===== src/rtl/itra_pkg.sv =====
// Shared constants, types and helper functions for the radix-to-ASCII converter.
package itra_pkg;

	localparam int DIGIT_SLOTS = 22;
	localparam int DIG_W       = 4;
	localparam int DIGITS_W    = DIGIT_SLOTS * DIG_W;
	localparam int VALUE_W     = 64;
	localparam int KIND_W      = 2;
	localparam int CHAR_W      = 8;
	localparam int MAXD_W      = 5;
	localparam int CNT_W       = $clog2(DIGIT_SLOTS + 1);
	localparam int BIT_CNT_W   = $clog2(VALUE_W);

	localparam logic [MAXD_W-1:0] MAXD_RESET = 5'd22;

	localparam logic [KIND_W-1:0] KIND_OCT = 2'd0;
	localparam logic [KIND_W-1:0] KIND_DEC = 2'd1;
	localparam logic [KIND_W-1:0] KIND_HEX = 2'd2;

	localparam logic [CHAR_W-1:0] CHAR_ZERO = 8'd48;
	localparam logic [CHAR_W-1:0] CHAR_A    = 8'd97;

	typedef enum logic {
		CV_IDLE,
		CV_RUN
	} conv_state_t;

	typedef enum logic [1:0] {
		EM_IDLE,
		EM_TRIM,
		EM_SKIP,
		EM_EMIT
	} emit_state_t;

	// Hand-off from the converter to the emitter.
	typedef struct packed {
		logic                load;
		logic [DIGITS_W-1:0] digits;
	} itra_hand_t;

	function automatic logic [CHAR_W-1:0] digit_char(input logic [DIG_W-1:0] d);
		logic [CHAR_W-1:0] r;
		if (d < 4'd10) begin
			r = CHAR_ZERO + CHAR_W'(d);
		end else begin
			r = CHAR_A + CHAR_W'(d) - 8'd10;
		end
		return r;
	endfunction

	// Spread 3-bit octal digits into the 4-bit digit slots.
	function automatic logic [DIGITS_W-1:0] pack_octal(input logic [VALUE_W-1:0] m);
		logic [DIGITS_W-1:0] r;
		r = '0;
		for (int i = 0; i < DIGIT_SLOTS; i++) begin
			for (int k = 0; k < 3; k++) begin
				if (3 * i + k < VALUE_W) begin
					r[DIG_W * i + k] = m[3 * i + k];
				end
			end
		end
		return r;
	endfunction

	function automatic logic [DIGITS_W-1:0] pack_hex(input logic [VALUE_W-1:0] m);
		logic [DIGITS_W-1:0] r;
		r = '0;
		for (int i = 0; i < DIGIT_SLOTS; i++) begin
			for (int k = 0; k < DIG_W; k++) begin
				if (DIG_W * i + k < VALUE_W) begin
					r[DIG_W * i + k] = m[DIG_W * i + k];
				end
			end
		end
		return r;
	endfunction

endpackage


===== src/rtl/itra_conv.sv =====
// Magnitude and digit generation: direct split for octal and hex, shift-add-3 for decimal.
module itra_conv import itra_pkg::*; (
	input  logic                clk,
	input  logic                arst_n,
	input  logic                start,
	input  logic [KIND_W-1:0]   kind,
	input  logic [VALUE_W-1:0]  value,
	output itra_hand_t          hand,
	output logic                busy
);

	conv_state_t            state_q, state_nxt;
	logic                   done_q;
	logic [BIT_CNT_W-1:0]   cnt_q;
	logic [VALUE_W-1:0]     bin_q;
	logic [DIGITS_W-1:0]    digits_q;
	logic [VALUE_W-1:0]     mag;
	logic [DIGITS_W-1:0]    adj;
	logic                   run_end;

	assign mag     = value[VALUE_W-1] ? (~value + VALUE_W'(1)) : value;
	assign run_end = (cnt_q == BIT_CNT_W'(VALUE_W - 1));

	// Each BCD digit of 5 or more gets 3 added before the shift.
	always_comb begin
		for (int i = 0; i < DIGIT_SLOTS; i++) begin
			if (digits_q[DIG_W*i +: DIG_W] >= 4'd5) begin
				adj[DIG_W*i +: DIG_W] = digits_q[DIG_W*i +: DIG_W] + 4'd3;
			end else begin
				adj[DIG_W*i +: DIG_W] = digits_q[DIG_W*i +: DIG_W];
			end
		end
	end

	always_comb begin
		state_nxt = state_q;
		case (state_q)
			CV_IDLE: begin
				if (start && kind == KIND_DEC) begin
					state_nxt = CV_RUN;
				end
			end
			CV_RUN: begin
				if (run_end) begin
					state_nxt = CV_IDLE;
				end
			end
			default: state_nxt = CV_IDLE;
		endcase
	end

	always_comb begin
		busy        = (state_q != CV_IDLE) || done_q;
		hand.load   = done_q;
		hand.digits = digits_q;
	end

	always_ff @(posedge clk or negedge arst_n) begin
		if (!arst_n) begin
			state_q <= CV_IDLE;
			done_q  <= 1'b0;
			cnt_q   <= '0;
		end else begin
			state_q <= state_nxt;
			done_q  <= (state_q == CV_IDLE && start && kind != KIND_DEC) ||
			           (state_q == CV_RUN && run_end);
			if (state_q == CV_RUN) begin
				cnt_q <= cnt_q + BIT_CNT_W'(1);
			end else begin
				cnt_q <= '0;
			end
		end
	end

	always_ff @(posedge clk) begin
		if (state_q == CV_IDLE && start) begin
			case (kind)
				KIND_DEC: begin
					bin_q    <= mag;
					digits_q <= '0;
				end
				KIND_OCT: digits_q <= pack_octal(mag);
				default:  digits_q <= pack_hex(mag);
			endcase
		end else if (state_q == CV_RUN) begin
			digits_q <= {adj[DIGITS_W-2:0], bin_q[VALUE_W-1]};
			bin_q    <= {bin_q[VALUE_W-2:0], 1'b0};
		end
	end

endmodule


===== src/rtl/itra_emit.sv =====
// Digit shifter: drops excess high digits, skips leading zeros, sends one character a cycle unless stalled.
module itra_emit import itra_pkg::*; (
	input  logic               clk,
	input  logic               arst_n,
	input  itra_hand_t         hand,
	input  logic [CNT_W-1:0]   lim,
	input  logic               out_stall,
	output logic               out_valid,
	output logic [CHAR_W-1:0]  out_char,
	output logic               last,
	output logic               busy
);

	emit_state_t          state_q, state_nxt;
	logic [DIGITS_W-1:0]  dig_q;
	logic [CNT_W-1:0]     rem_q;
	logic [CNT_W-1:0]     drop_q;
	logic                 cut_q;
	logic [CNT_W-1:0]     drop_init;
	logic [DIG_W-1:0]     top;
	logic                 skip_zero;
	logic                 xfer;

	// Once a nonzero high digit has been dropped, the kept digits are sent as they are,
	// leading zeros included.
	assign drop_init = CNT_W'(DIGIT_SLOTS) - lim;
	assign top       = dig_q[DIGITS_W-1 -: DIG_W];
	assign skip_zero = !cut_q && (top == '0) && (rem_q > CNT_W'(1));
	assign xfer      = (state_q == EM_EMIT) && !out_stall;

	always_comb begin
		state_nxt = state_q;
		case (state_q)
			EM_IDLE: begin
				if (hand.load) begin
					state_nxt = (drop_init == '0) ? EM_SKIP : EM_TRIM;
				end
			end
			EM_TRIM: begin
				if (drop_q == CNT_W'(1)) begin
					state_nxt = EM_SKIP;
				end
			end
			EM_SKIP: begin
				if (!skip_zero) begin
					state_nxt = EM_EMIT;
				end
			end
			EM_EMIT: begin
				if (!out_stall && rem_q == CNT_W'(1)) begin
					state_nxt = EM_IDLE;
				end
			end
			default: state_nxt = EM_IDLE;
		endcase
	end

	always_comb begin
		out_valid = (state_q == EM_EMIT);
		busy      = (state_q != EM_IDLE);
		out_char  = digit_char(top);
		last      = (rem_q == CNT_W'(1));
	end

	always_ff @(posedge clk or negedge arst_n) begin
		if (!arst_n) begin
			state_q <= EM_IDLE;
			rem_q   <= '0;
			drop_q  <= '0;
			cut_q   <= 1'b0;
		end else begin
			state_q <= state_nxt;
			if (state_q == EM_IDLE && hand.load) begin
				rem_q  <= lim;
				drop_q <= drop_init;
				cut_q  <= 1'b0;
			end else begin
				if (state_q == EM_TRIM) begin
					drop_q <= drop_q - CNT_W'(1);
					if (top != '0) begin
						cut_q <= 1'b1;
					end
				end
				if ((state_q == EM_SKIP && skip_zero) || xfer) begin
					rem_q <= rem_q - CNT_W'(1);
				end
			end
		end
	end

	always_ff @(posedge clk) begin
		if (state_q == EM_IDLE && hand.load) begin
			dig_q <= hand.digits;
		end else if (state_q == EM_TRIM || (state_q == EM_SKIP && skip_zero) || xfer) begin
			dig_q <= {dig_q[DIGITS_W-DIG_W-1:0], {DIG_W{1'b0}}};
		end
	end

endmodule


===== src/rtl/integer_to_radix_ascii_core.sv =====
// Top level of the signed integer to octal, decimal or hex ASCII converter.
// The input channel (in_valid, in_stall, kind, value) takes one signed 64-bit
// integer and a radix selector per transfer. Octal, decimal and lower-case hex
// are supported, and the unused selector code behaves as hex. The magnitude is
// converted; no sign character is produced.
// The output channel (out_valid, out_stall, out_char, last) delivers one ASCII
// digit per transfer, most significant first, with last set on the final one.
// Zero gives the single character '0'. When the magnitude has more digits than
// max_digits, only the least significant max_digits digits are sent.
// max_digits is written through cfg_wr_en and cfg_wr_data; the user writes it
// only while the block is idle, which the block itself does not enforce.
// Zero acts as one and values above the slot count act as the slot count.
// Octal and hex digits are split directly into a register; decimal runs a
// shift-add-3 loop, one magnitude bit per cycle. The shifter then drops excess
// high digits, skips leading zeros (none once a nonzero digit was dropped) and
// sends one character per cycle while out_stall is low. The next item is taken
// in the cycle after the last character transfers. One item is
// worked on at a time, so in_stall stays high from the accepting edge until the
// final transfer. A stalled receiver simply holds the current character and its
// last flag. Reset clears the control state and sets max_digits back to 22.
module integer_to_radix_ascii_core import itra_pkg::*; (
	input  logic                       clk,
	input  logic                       arst_n,
	input  logic                       in_valid,
	output logic                       in_stall,
	input  logic [KIND_W-1:0]          kind,
	input  logic signed [VALUE_W-1:0]  value,
	output logic                       out_valid,
	input  logic                       out_stall,
	output logic [CHAR_W-1:0]          out_char,
	output logic                       last,
	input  logic                       cfg_wr_en,
	input  logic [MAXD_W-1:0]          cfg_wr_data
);

	logic [MAXD_W-1:0] max_digits_q;
	logic [CNT_W-1:0]  lim;
	logic              conv_busy;
	logic              emit_busy;
	logic              start;
	itra_hand_t        hand;

	// Clamp the digit limit to the range one to the number of digit slots.
	always_comb begin
		if (max_digits_q == '0) begin
			lim = CNT_W'(1);
		end else if (CNT_W'(max_digits_q) > CNT_W'(DIGIT_SLOTS)) begin
			lim = CNT_W'(DIGIT_SLOTS);
		end else begin
			lim = CNT_W'(max_digits_q);
		end
	end

	// The input waits whenever either stage still holds an item.
	assign in_stall = conv_busy || emit_busy;
	assign start    = in_valid && !in_stall;

	always_ff @(posedge clk or negedge arst_n) begin
		if (!arst_n) begin
			max_digits_q <= MAXD_RESET;
		end else if (cfg_wr_en) begin
			max_digits_q <= cfg_wr_data;
		end
	end

	itra_conv u_conv (
		.clk    (clk),
		.arst_n (arst_n),
		.start  (start),
		.kind   (kind),
		.value  (value),
		.hand   (hand),
		.busy   (conv_busy)
	);

	itra_emit u_emit (
		.clk       (clk),
		.arst_n    (arst_n),
		.hand      (hand),
		.lim       (lim),
		.out_stall (out_stall),
		.out_valid (out_valid),
		.out_char  (out_char),
		.last      (last),
		.busy      (emit_busy)
	);

endmodule


===== config.mk =====
export PLATFORM = sky130hd
export DESIGN_NAME = integer_to_radix_ascii_core
export DESIGN_NICKNAME = d
export VERILOG_FILES = /design/src/rtl/itra_pkg.sv /design/src/rtl/itra_conv.sv /design/src/rtl/itra_emit.sv /design/src/rtl/integer_to_radix_ascii_core.sv
export SDC_FILE = /design/constraint.sdc
export NUM_CORES = 1
export LEC_CHECK = 0
export ABC_AREA = 1
export BUFFER_PORTS_ARGS = -buffer_cell sky130_fd_sc_hd__buf_2
export CORE_MARGIN = 3
export CORE_UTILIZATION = 30
export DETAILED_ROUTE_END_ITERATION = 16
export PLACE_DENSITY = 0.55
export SYNTH_ARGS = -nofsm -noshare
export SYNTH_HDL_FRONTEND = slang
export SYNTH_SLANG_ARGS = --single-unit

===== constraint.sdc =====
create_clock -name clk -period 9.7 [get_ports clk]
set_input_delay 0.97 -clock clk [delete_from_list [all_inputs] [get_ports clk]]
set_output_delay 0.97 -clock clk [all_outputs]
set_load 0.01 [all_outputs]

==> results of run 1 <==
## area by class of cell
cell class / count / area, µm² / area share (%)
Clock buffer: 41 / 832 / 4.55
Tap cell: 688 / 861 / 4.71
Clock inverter: 13 / 155 / 0.849
Sequential cell: 266 / 7860 / 43.0
Inverter: 204 / 769 / 4.21
Multi-Input combinational cell: 1425 / 7310 / 40.0
Timing Repair Buffer: 92 / 480 / 2.63
## path summary, 6_finish.rpt
path	from	end	depth (start not counted)
worst max-delay path	u_emit.state_q[1]$_DFFE_PN0P_	u_conv.bin_q[42]$_DFFE_PP_	9
worst min-delay path	arst_n	u_emit.rem_q[3]$_DFFE_PN0P_	1
worst max register to register	u_emit.state_q[1]$_DFFE_PN0P_	u_conv.bin_q[42]$_DFFE_PP_	9
worst min register to register	u_conv.cnt_q[0]$_DFF_PN0_	u_conv.cnt_q[0]$_DFF_PN0_	1
max in group asynchronous	arst_n	u_conv.cnt_q[4]$_DFF_PN0_	1
min in group clk	u_conv.cnt_q[0]$_DFF_PN0_	u_conv.cnt_q[0]$_DFF_PN0_	1
## critical path, delay by kind of cell, from the launching register on
kind                       cells  cell delay (ns)
adders and majority gates      1             0.27
buffers and inverters          5             2.52
DFF                            1             0.40
and+or+nand+nor                3             0.38
## placed cells by master, fill, tap and decap left out, drive strengths merged, types with 6 or more instances in the layout
cell type and instances:
nand4 16, dfrtp 23, a21oi 76, a31oi 9, clkinv 11, nor2 185, nor3 11, inv 202
xnor2 14, edfxtp 240, nand2 594, or2 13, nand3 117, o22ai 6, clkbuf 41, o21ai 219
and2 7, xor2 43, buf 92, ha 59, o211ai 27
## registers in the layout, summed over array words and instances, names as in the netlist
register and count:
max_digits_q 5, u_conv.bin_q 64, u_conv.cnt_q 6, u_conv.digits_q 88, u_conv.done_q 1, u_conv.state_q 1, u_emit.cut_q 1, u_emit.dig_q 88
u_emit.drop_q 5, u_emit.rem_q 5, u_emit.state_q 2
## kinds of logic after synthesis
logic type	after synthesis	share of synthesized area [%]
simple gates	952	25.1
compound gates	355	12.1
buf+inv	273	6.61
flops	266	48.5
fa+ha+maj	59	4.55
xor+xnor	57	3.08
other cells	2	0.0463
## routing by layer
layer / wire length [µm] / vias up / track usage [%]
met3: 2690 / 49 / 2.05
li1: - / 6642 / -
met2: 19900 / 349 / 25.0
met5: 9 / - / 0
met1: 21100 / 6265 / 22.4
met4: 791 / 2 / 3.43
## power groups by stage
stage	clock [mW]	sequential, mW	combinational (mW)
floorplan	0	1.60	0.387
global placement	0	1.60	0.571
detailed placement	0	1.61	0.584
CTS	1.18	1.59	0.586
global route	1.22	1.60	0.666
finish	1.16	1.58	0.577
## through the flow
stage | std cells | util, % | hold WS [ns]
after floorplan | 1964 | - | 0.432
after global placement | 2675 | 32.6 | 0.460
after detailed placement | 2675 | 32.6 | 0.461
after CTS | 2729 | 34.5 | 0.402
after global routing | 2729 | 34.5 | 0.438
final | 2729 | 34.5 | 0.407
==> impl_metrics.toml, run 1 <==
[cts]
cts_tree = "yes"
insertion_delay_ns = 0.58
cts_made_buffers = 29
cts_resized = 0
cts_buffer_depth = 3
hold_buffers = 0
cts_max_level = 1
post-cts-setup-buffer-count = 0
clk_pin_slew_ns = 0.06
cts_num_sinks = 266
root_buffer = "clkbuf_16"

[placement]
dp_hpwl_um = 32600
io_buffers = 84
dpl_cell_area_um2 = 17300
post-place-ws_ns = 5.25
place_congestion = 0.885

[timing]
fin_worst_skew_ns = 0.00893
fmax_ghz = 0.245
setup_viol = 0
layout_setup_ws_ns = 5.62
period_needed_ns = 4.08
finalSetupTns_ns = 0
slew_viol_final = 0
hold_viol = 0
slew-limit-headroom_pct = 23.2
post-route-period-util_pct = 42.1
rsz0062_at_grt = "no"
worst_pin_slew_ns = 1.15

[critical_path]
setup.worst_path.end_class = "flop"
crit_top_cell = "buf_4"
cp_max_fo = 86
arrival_ns = 4.28
cpPeakStageDelay_ns = 0.70
cp_slowest_cell = "buf_4"
path_class = "reg -> reg"
path_cells = "inv_1 -> ha_1 -> nand4_1 -> buf_4 -> inv_4 -> buf_4 -> nand2_1 -> nand2_2 -> buf_4"
startpoint_type = "flop"
r2r_slack_ns = 5.62
required_ns = 9.90

[yosys]
async_flop_share_pct = 9.77
syn_avg_cell_area_um2 = 8.25
synthFlopType = "edfxtp_1"
syn-cell-area_um2 = 16200
synth-seq-area-share_pct = 48.5
yosys.area.top_type = "edfxtp_1"
ys_top_cells_by_area = "edfxtp_1 44%, nand2_1 13%, o21ai_0 6.2%, inv_1 4.6%, ha_1 4.6%"
synth_nets = 2099
synth.distinct_cells = 52
synth_cells = 1964
synthDominantCellAreaShare_pct = 44.5
synth_common_cells = "581 x nand2_1, 240 x edfxtp_1, 200 x o21ai_0, 198 x inv_1, 164 x nor2_1"
synth_seq_cells = 266
synth_edf_count = 240
yosys_warnings = 0
synthMostInstantiatedCell = "nand2_1"

[global_route]
grt_max_degree = 106
grt_usage_pct = 15.5
antenna_found_initial = 1
overflow = 0
grt_pass1_wl_um = 71200
grt_pass1_vias = 13200

[routing]
num_vias = 13300
antenna_left = 0
first_pass_iters = 5
drc = 0
first_iter_violations = 1088
vias_per_cell = 4.88
wirelength_um = 44500
wl_per_cell_um = 16.3

[job]
maxCapViolCount = 0

[die]
die-width_um = 238
start_util_pct = 30.6
chipHeight_um = 238
rows = 84
io_pins = 87
die_area_um2 = 56900
core_area_um2 = 53000

[pwr]
power_frac_comb_pct = 17.4
power_mw = 3.32
worst_ir_drop_vdd_mv = 0.132
p_int_mw = 2.38
p_leak_nw = 8.07
swShare_pct = 28.2
p_switching_mw = 0.936
p_per_area_nw_per_um2 = 182
sequentialPowerShare_pct = 47.8
pwr-share-clk_pct = 34.8

[final_layout]
diodes = 0
fillers = 5562
nets = 2153
final_layout_size_suffix_gt1_share_pct = 10.2
fin_area_um2 = 18300
syn_to_final_growth_pct = 12.7

[worst_hold_path]
hold_path.class = "in -> async"

[status]
status = "completed"
No activity file was read; power rests on OpenSTA's default activity.
==> run 2, diff against run 1 <==
Settings changed: ABC_AREA 1 to 0, PLACE_DENSITY 0.55 to 0.57.
Clock period 9.7 ns to 3.6 ns, I/O delays scaled along.
==> run 2 against run 1 <==
  * Maximum frequency up 31%
  * Combinational power rose to 7.2 times the previous value
  * Count of clock-buffer cells in the layout down 3
  * Clock skew up 0.018 ns
  * Register-to-register slack worse by 5.1 ns
  * Sequential share of layout area up 0.30 points
  * Utilization up 1.2 points
  * Critical endpoint is now u_emit.dig_q[5]$_DFFE_PP_
  * Largest power group unchanged
==> impl_metrics.toml, run 2 <==
[pwr]
power_mw = 12.6
p_per_area_nw_per_um2 = 696
worst_ir_drop_vdd_mv = 0.388
p_leak_nw = 7.22

[status]
status = "completed"

[die]
die-width_um = 234
start_util_pct = 30.7
rows = 82
chipHeight_um = 234
io_pins = 87
die_area_um2 = 54800
core_area_um2 = 50800

[cts]
post-cts-setup-buffer-count = 0
cts_max_level = 1
clk_pin_slew_ns = 0.06
hold_buffers = 4
insertion_delay_ns = 0.59
cts_num_sinks = 266
cts_made_buffers = 30
cts_buffer_depth = 3
root_buffer = "clkbuf_16"
cts_tree = "yes"
cts_resized = 0

[final_layout]
fin_area_um2 = 18100
reg_top3 = "u_conv.digits_q (88), u_emit.dig_q (88), u_conv.bin_q (64)"
nets = 1857
fillers = 5149
diodes = 0
mostFrequentLayoutCells = "346 x nand2_1, 240 x edfxtp_1, 157 x o21ai_0, 88 x a21oi_1, 84 x buf_2"
regArea_um2 = 7860
syn_to_final_growth_pct = 16.2
final_common_cell = "nand2_1"
multi_input_area_um2 = 7180
final_layout_size_suffix_gt1_share_pct = 12.8

[timing]
slew-limit-headroom_pct = 54.4
finalSetupTns_ns = 0
worst_hold_slack_ns = 0.0303
worst_pin_slew_ns = 0.681
fin_worst_skew_ns = 0.0270
rsz0062_at_grt = "no"
hold_viol = 0
fmax_ghz = 0.322
post-route-period-util_pct = 86.2
setup_viol = 0
period_needed_ns = 3.10
slew_viol_final = 0

[yosys]
synth_seq_cells = 266
synth-seq-area-share_pct = 50.4
synth.distinct_cells = 69
synthFlopType = "edfxtp_1"
syn-cell-area_um2 = 15600
synth_nets = 1761
syn_avg_cell_area_um2 = 9.60
ys_top_cells_by_area = "edfxtp_1 46%, nand2_1 8.4%, o21ai_0 5.0%, ha_1 4.7%, dfrtp_1 3.7%"
yosys.area.top_type = "edfxtp_1"
synthMostInstantiatedCell = "nand2_1"
synthDominantCellAreaShare_pct = 46.2
synth_cells = 1626
synth_common_cells = "349 x nand2_1, 240 x edfxtp_1, 157 x o21ai_0, 88 x a21oi_1, 77 x inv_1"
async_flop_share_pct = 9.77
yosys_warnings = 0
synth_edf_count = 240

[job]
maxCapViolCount = 0

[placement]
io_buffers = 84
place_congestion = 0.902
dpl_cell_area_um2 = 17100
dp_hpwl_um = 32600

[worst_hold_path]
hp-start = "cfg_wr_data[4]"
hold_path.class = "in -> reg"
min_to = "max_digits_q[4]$_DFFE_PN1P_"
hold_depth = 3

[critical_path]
r2r_slack_ns = 0.50
r2r_cells = 7
startpoint_type = "flop"
rr_startpoint = "u_emit.dig_q[85]$_DFFE_PP_"
arrival_ns = 3.36
required_ns = 3.85
path_class = "reg -> reg"
setup.worst_path.end_class = "flop"
cp_max_fo = 20
r2r-end = "u_emit.dig_q[5]$_DFFE_PP_"

[global_route]
grt_pass1_vias = 12100
top_usage_layer = "met2"
grt_max_degree = 92
overflow = 0
groute.layer.met2.usage_pct = 24.9
grt_usage_pct = 16.4
met1_usage_pct = 24.4
use_met3_pct = 2.61
grt_pass1_wl_um = 70500
antenna_found_initial = 0

[routing]
antenna_left = 0
drc = 0
num_vias = 12600
wirelength_um = 45100
vias_per_cell = 5.23
wl_per_cell_um = 18.6
first_pass_iters = 5
first_iter_violations = 1113
[run 2: cell count changes in the layout (fill, tap and decap cells not counted), moves of 22 or more]
cell,change
o21ai_0,-43
nor2_1,-90
buf_4,+44
o31ai_1,+27
nand2b_1,+31
xnor2_1,+40
nand2_1,-232
nor3b_1,+22
inv_1,-121
nand3_1,-98
[run 2: how the worst max path moves through the flow]
stage,startpoint,end,slack [ns]
detailed placement,value[0],u_conv.digits_q[34]$_DFFE_PP_,0.13
finish,u_emit.dig_q[85]$_DFFE_PP_,u_emit.dig_q[5]$_DFFE_PP_,0.50
floorplan,u_emit.state_q[0]$_DFFE_PN0P_,u_conv.bin_q[0]$_SDFFCE_PN0P_,0.19
global placement,value[0],u_conv.digits_q[34]$_DFFE_PP_,0.18
CTS,u_emit.dig_q[85]$_DFFE_PP_,u_emit.dig_q[4]$_DFFE_PP_,0.42
global route,u_emit.dig_q[85]$_DFFE_PP_,u_emit.dig_q[4]$_DFFE_PP_,0.30
[run 2: logic make-up after synthesis]
group                      share of synthesized area (%)
and+or+nand+nor                                     17.9
AOI/OAI and AO/OA                                   16.1
DFF                                                 50.4
buffers and inverters                               3.98
xor gates and xnor gates                            5.78
adders and majority gates                           4.73
muxes                                               1.11
other                                             0.0481
[run 2: worst max-delay path: stages, from the launching register on]
cell	delay, ns
edfxtp_1	0.47
inv_1	0.14
ha_1	0.15
or3b_2	0.50
a2111o_1	0.43
o21ai_1	0.32
or3_4	0.45
buf_4	0.31
[run 2: cell type report]
type                            instances  area share [%]
Multi-Input combinational cell       1199            39.6
Tap cell                              672            4.64
Inverter                               77            1.59
Clock buffer                           38            4.36
Clock inverter                         18           0.938
Timing Repair Buffer                  148            5.57
Sequential cell                       266            43.3
[run 2: report_power, final]
| part | switching (mW) | total [mW] | internal [mW] |
|---|---|---|---|
| Combinational | 2.40 | 4.15 | 1.75 |
| Sequential | 0.681 | 5.43 | 4.75 |
| Clock | 1.28 | 3.04 | 1.76 |
| Total | 4.35 | 12.6 | 8.27 |
[run 2: per-layer routing]
| layer | vias up | part of all wire [%] |
|---|---|---|
| met5 | - | 0 |
| li1 | 6054 | - |
| met4 | 0 | 2.2 |
| met1 | 6092 | 48 |
| met3 | 63 | 6.9 |
| met2 | 431 | 43 |
[run 2: per-stage QoR]
step                util, %  setup slack (ns)  cells
floorplan                 -             0.190   1626
global placement       33.7             0.176   2358
detailed placement     33.7             0.133   2358
CTS                    35.7             0.419   2418
global route           35.7             0.301   2418
finish                 35.7             0.496   2418
==> run 3, diff against run 2 <==
Settings changed: PLACE_DENSITY 0.57 to 0.55.
Clock period 3.6 ns to 2.9 ns, I/O delays scaled along.
==> run 3 against run 2 <==
  * Largest cell class unchanged
  * Flip-flop and latch count stayed put
  * Largest power group unchanged
  * First-iteration DRC count is 9.3% higher
  * Setup slack worse by 0.34 ns
==> impl_metrics.toml, run 3 (same netlist as run 2, synthesis figures left out) <==
[final_layout]
diodes = 0
regArea_um2 = 7860
nets = 1965
final_common_cell = "nand2_1"
syn_to_final_growth_pct = 22.2
final_layout_size_suffix_gt1_share_pct = 18.0
fin_area_um2 = 19100
reg_top3 = "u_conv.digits_q (88), u_emit.dig_q (88), u_conv.bin_q (64)"
mostFrequentLayoutCells = "346 x nand2_1, 240 x edfxtp_1, 157 x o21ai_0, 150 x buf_4, 88 x a21oi_1"
fillers = 5133
fin_util_pct = 37.6
multi_input_area_um2 = 7190

[die]
chipHeight_um = 234
die-width_um = 234
io_pins = 87
start_util_pct = 30.7
die_area_um2 = 54800
core_area_um2 = 50800
rows = 82

[placement]
dpl_cell_area_um2 = 17900
dp_hpwl_um = 34400
io_buffers = 84
place_congestion = 0.886

[global_route]
grt_pass1_wl_um = 72700
use_met3_pct = 2.50
grt_pass1_vias = 12600
grt_max_degree = 51
groute.layer.met2.usage_pct = 25.0
antenna_found_initial = 0
met1_usage_pct = 25.6
overflow = 0
grt_usage_pct = 17.1
top_usage_layer = "met1"

[pwr]
worst_ir_drop_vdd_mv = 0.336
p_per_area_nw_per_um2 = 845
p_leak_nw = 7.80

[cts]
cts_tree = "yes"
cts_num_sinks = 266
clk_pin_slew_ns = 0.06
insertion_delay_ns = 0.55
cts_buffer_depth = 3
cts_max_level = 2
cts_made_buffers = 34
cts_resized = 0
root_buffer = "clkbuf_16"

[routing]
wl_per_cell_um = 18.4
antenna_left = 0
vias_per_cell = 5.13
first_iter_violations = 1217
first_pass_iters = 5
wirelength_um = 46400
num_vias = 13000
drc = 0

[job]
maxCapViolCount = 0

[critical_path]
cp_max_fo = 4
r2r_cells = 7
startpoint_type = "primary input"
path_class = "in -> reg"
required_ns = 3.15
setup.worst_path.end_class = "flop"
arrival_ns = 2.99

[worst_hold_path]
hold_depth = 2
hold_path.class = "in -> reg"

[timing]
hold_viol = 0
slew-limit-headroom_pct = 54.4
worst_pin_slew_ns = 0.682
rsz0062_at_grt = "no"
fmax_ghz = 0.365
setup_viol = 0
slew_viol_final = 0
period_needed_ns = 2.74
fin_worst_skew_ns = 0.0263
post-route-period-util_pct = 94.6

[status]
status = "completed"
run 3: worst max-delay path, stage by stage:
cell and delay [ns]:
buf_2 0.12, or4_1 0.60, or4_1 0.56, or4_1 0.62
o31ai_1 0.26, xor2_1 0.39, o21ai_0 0.15
run 3: worst paths after layout:
path | slack [ns] | endpoint | startpoint
worst max-delay path | 0.16 | u_conv.digits_q[46]$_DFFE_PP_ | value[1]
max in group asynchronous | 2.19 | u_conv.cnt_q[0]$_DFF_PN0_ | arst_n
min in group asynchronous | 0.31 | u_emit.rem_q[3]$_DFFE_PN0P_ | arst_n
worst min-delay path | 0.04 | max_digits_q[4]$_DFFE_PN1P_ | cfg_wr_en
worst max register to register | 0.30 | u_emit.dig_q[77]$_DFFE_PP_ | u_emit.dig_q[85]$_DFFE_PP_
worst min register to register | 0.45 | u_conv.cnt_q[0]$_DFF_PN0_ | u_conv.cnt_q[0]$_DFF_PN0_
run 3: layout make-up:
type                    count  area share, %
inverters                  77           1.51
repair buffers            252           9.68
flip-flops and latches    266           41.2
multi-input cells        1199           37.7
clock inverters            21          0.905
clock buffers              39           4.61
well taps                 672           4.41
run 3: where the power goes:
group	internal [mW]	leakage [nW]	switching [mW]
clock	2.37	0.520	1.69
sequential	5.90	2.86	0.856
combinational	2.27	4.42	3.03
total	10.5	7.80	5.58
run 3: stage by stage:
stage / std cells / setup slack [ns] / TNS (ns) / total power, mW / hold WS [ns]
2_1_floorplan: 1626 / 0.0157 / 0 / 10.3 / -0.00559
3_3_place_gp: 2459 / -0.283 / -10.27 / 11.9 / 0.328
3_5_place_dp: 2459 / -0.315 / -13.23 / 12.1 / 0.344
4_1_cts: 2525 / 0.159 / 0 / 16.2 / 0.0154
5_1_grt: 2526 / 0.129 / 0 / 17.2 / 0.0573
6_report: 2526 / 0.157 / 0 / 16.1 / 0.0408
run 3: timing repair:
action / 4_1_cts / 5_1_grt
setup buffers: 0 / 1
hold endpoints to repair: 28 / 0
hold buffers: 6 / 0
endpoints found under the setup margin: 0 / 1
run 3: metal layers:
layer,vias up,part of all wire (%)
met1,6232,49
met3,68,5.6
met5,-,0
li1,6261,-
met2,389,43
met4,0,2.7
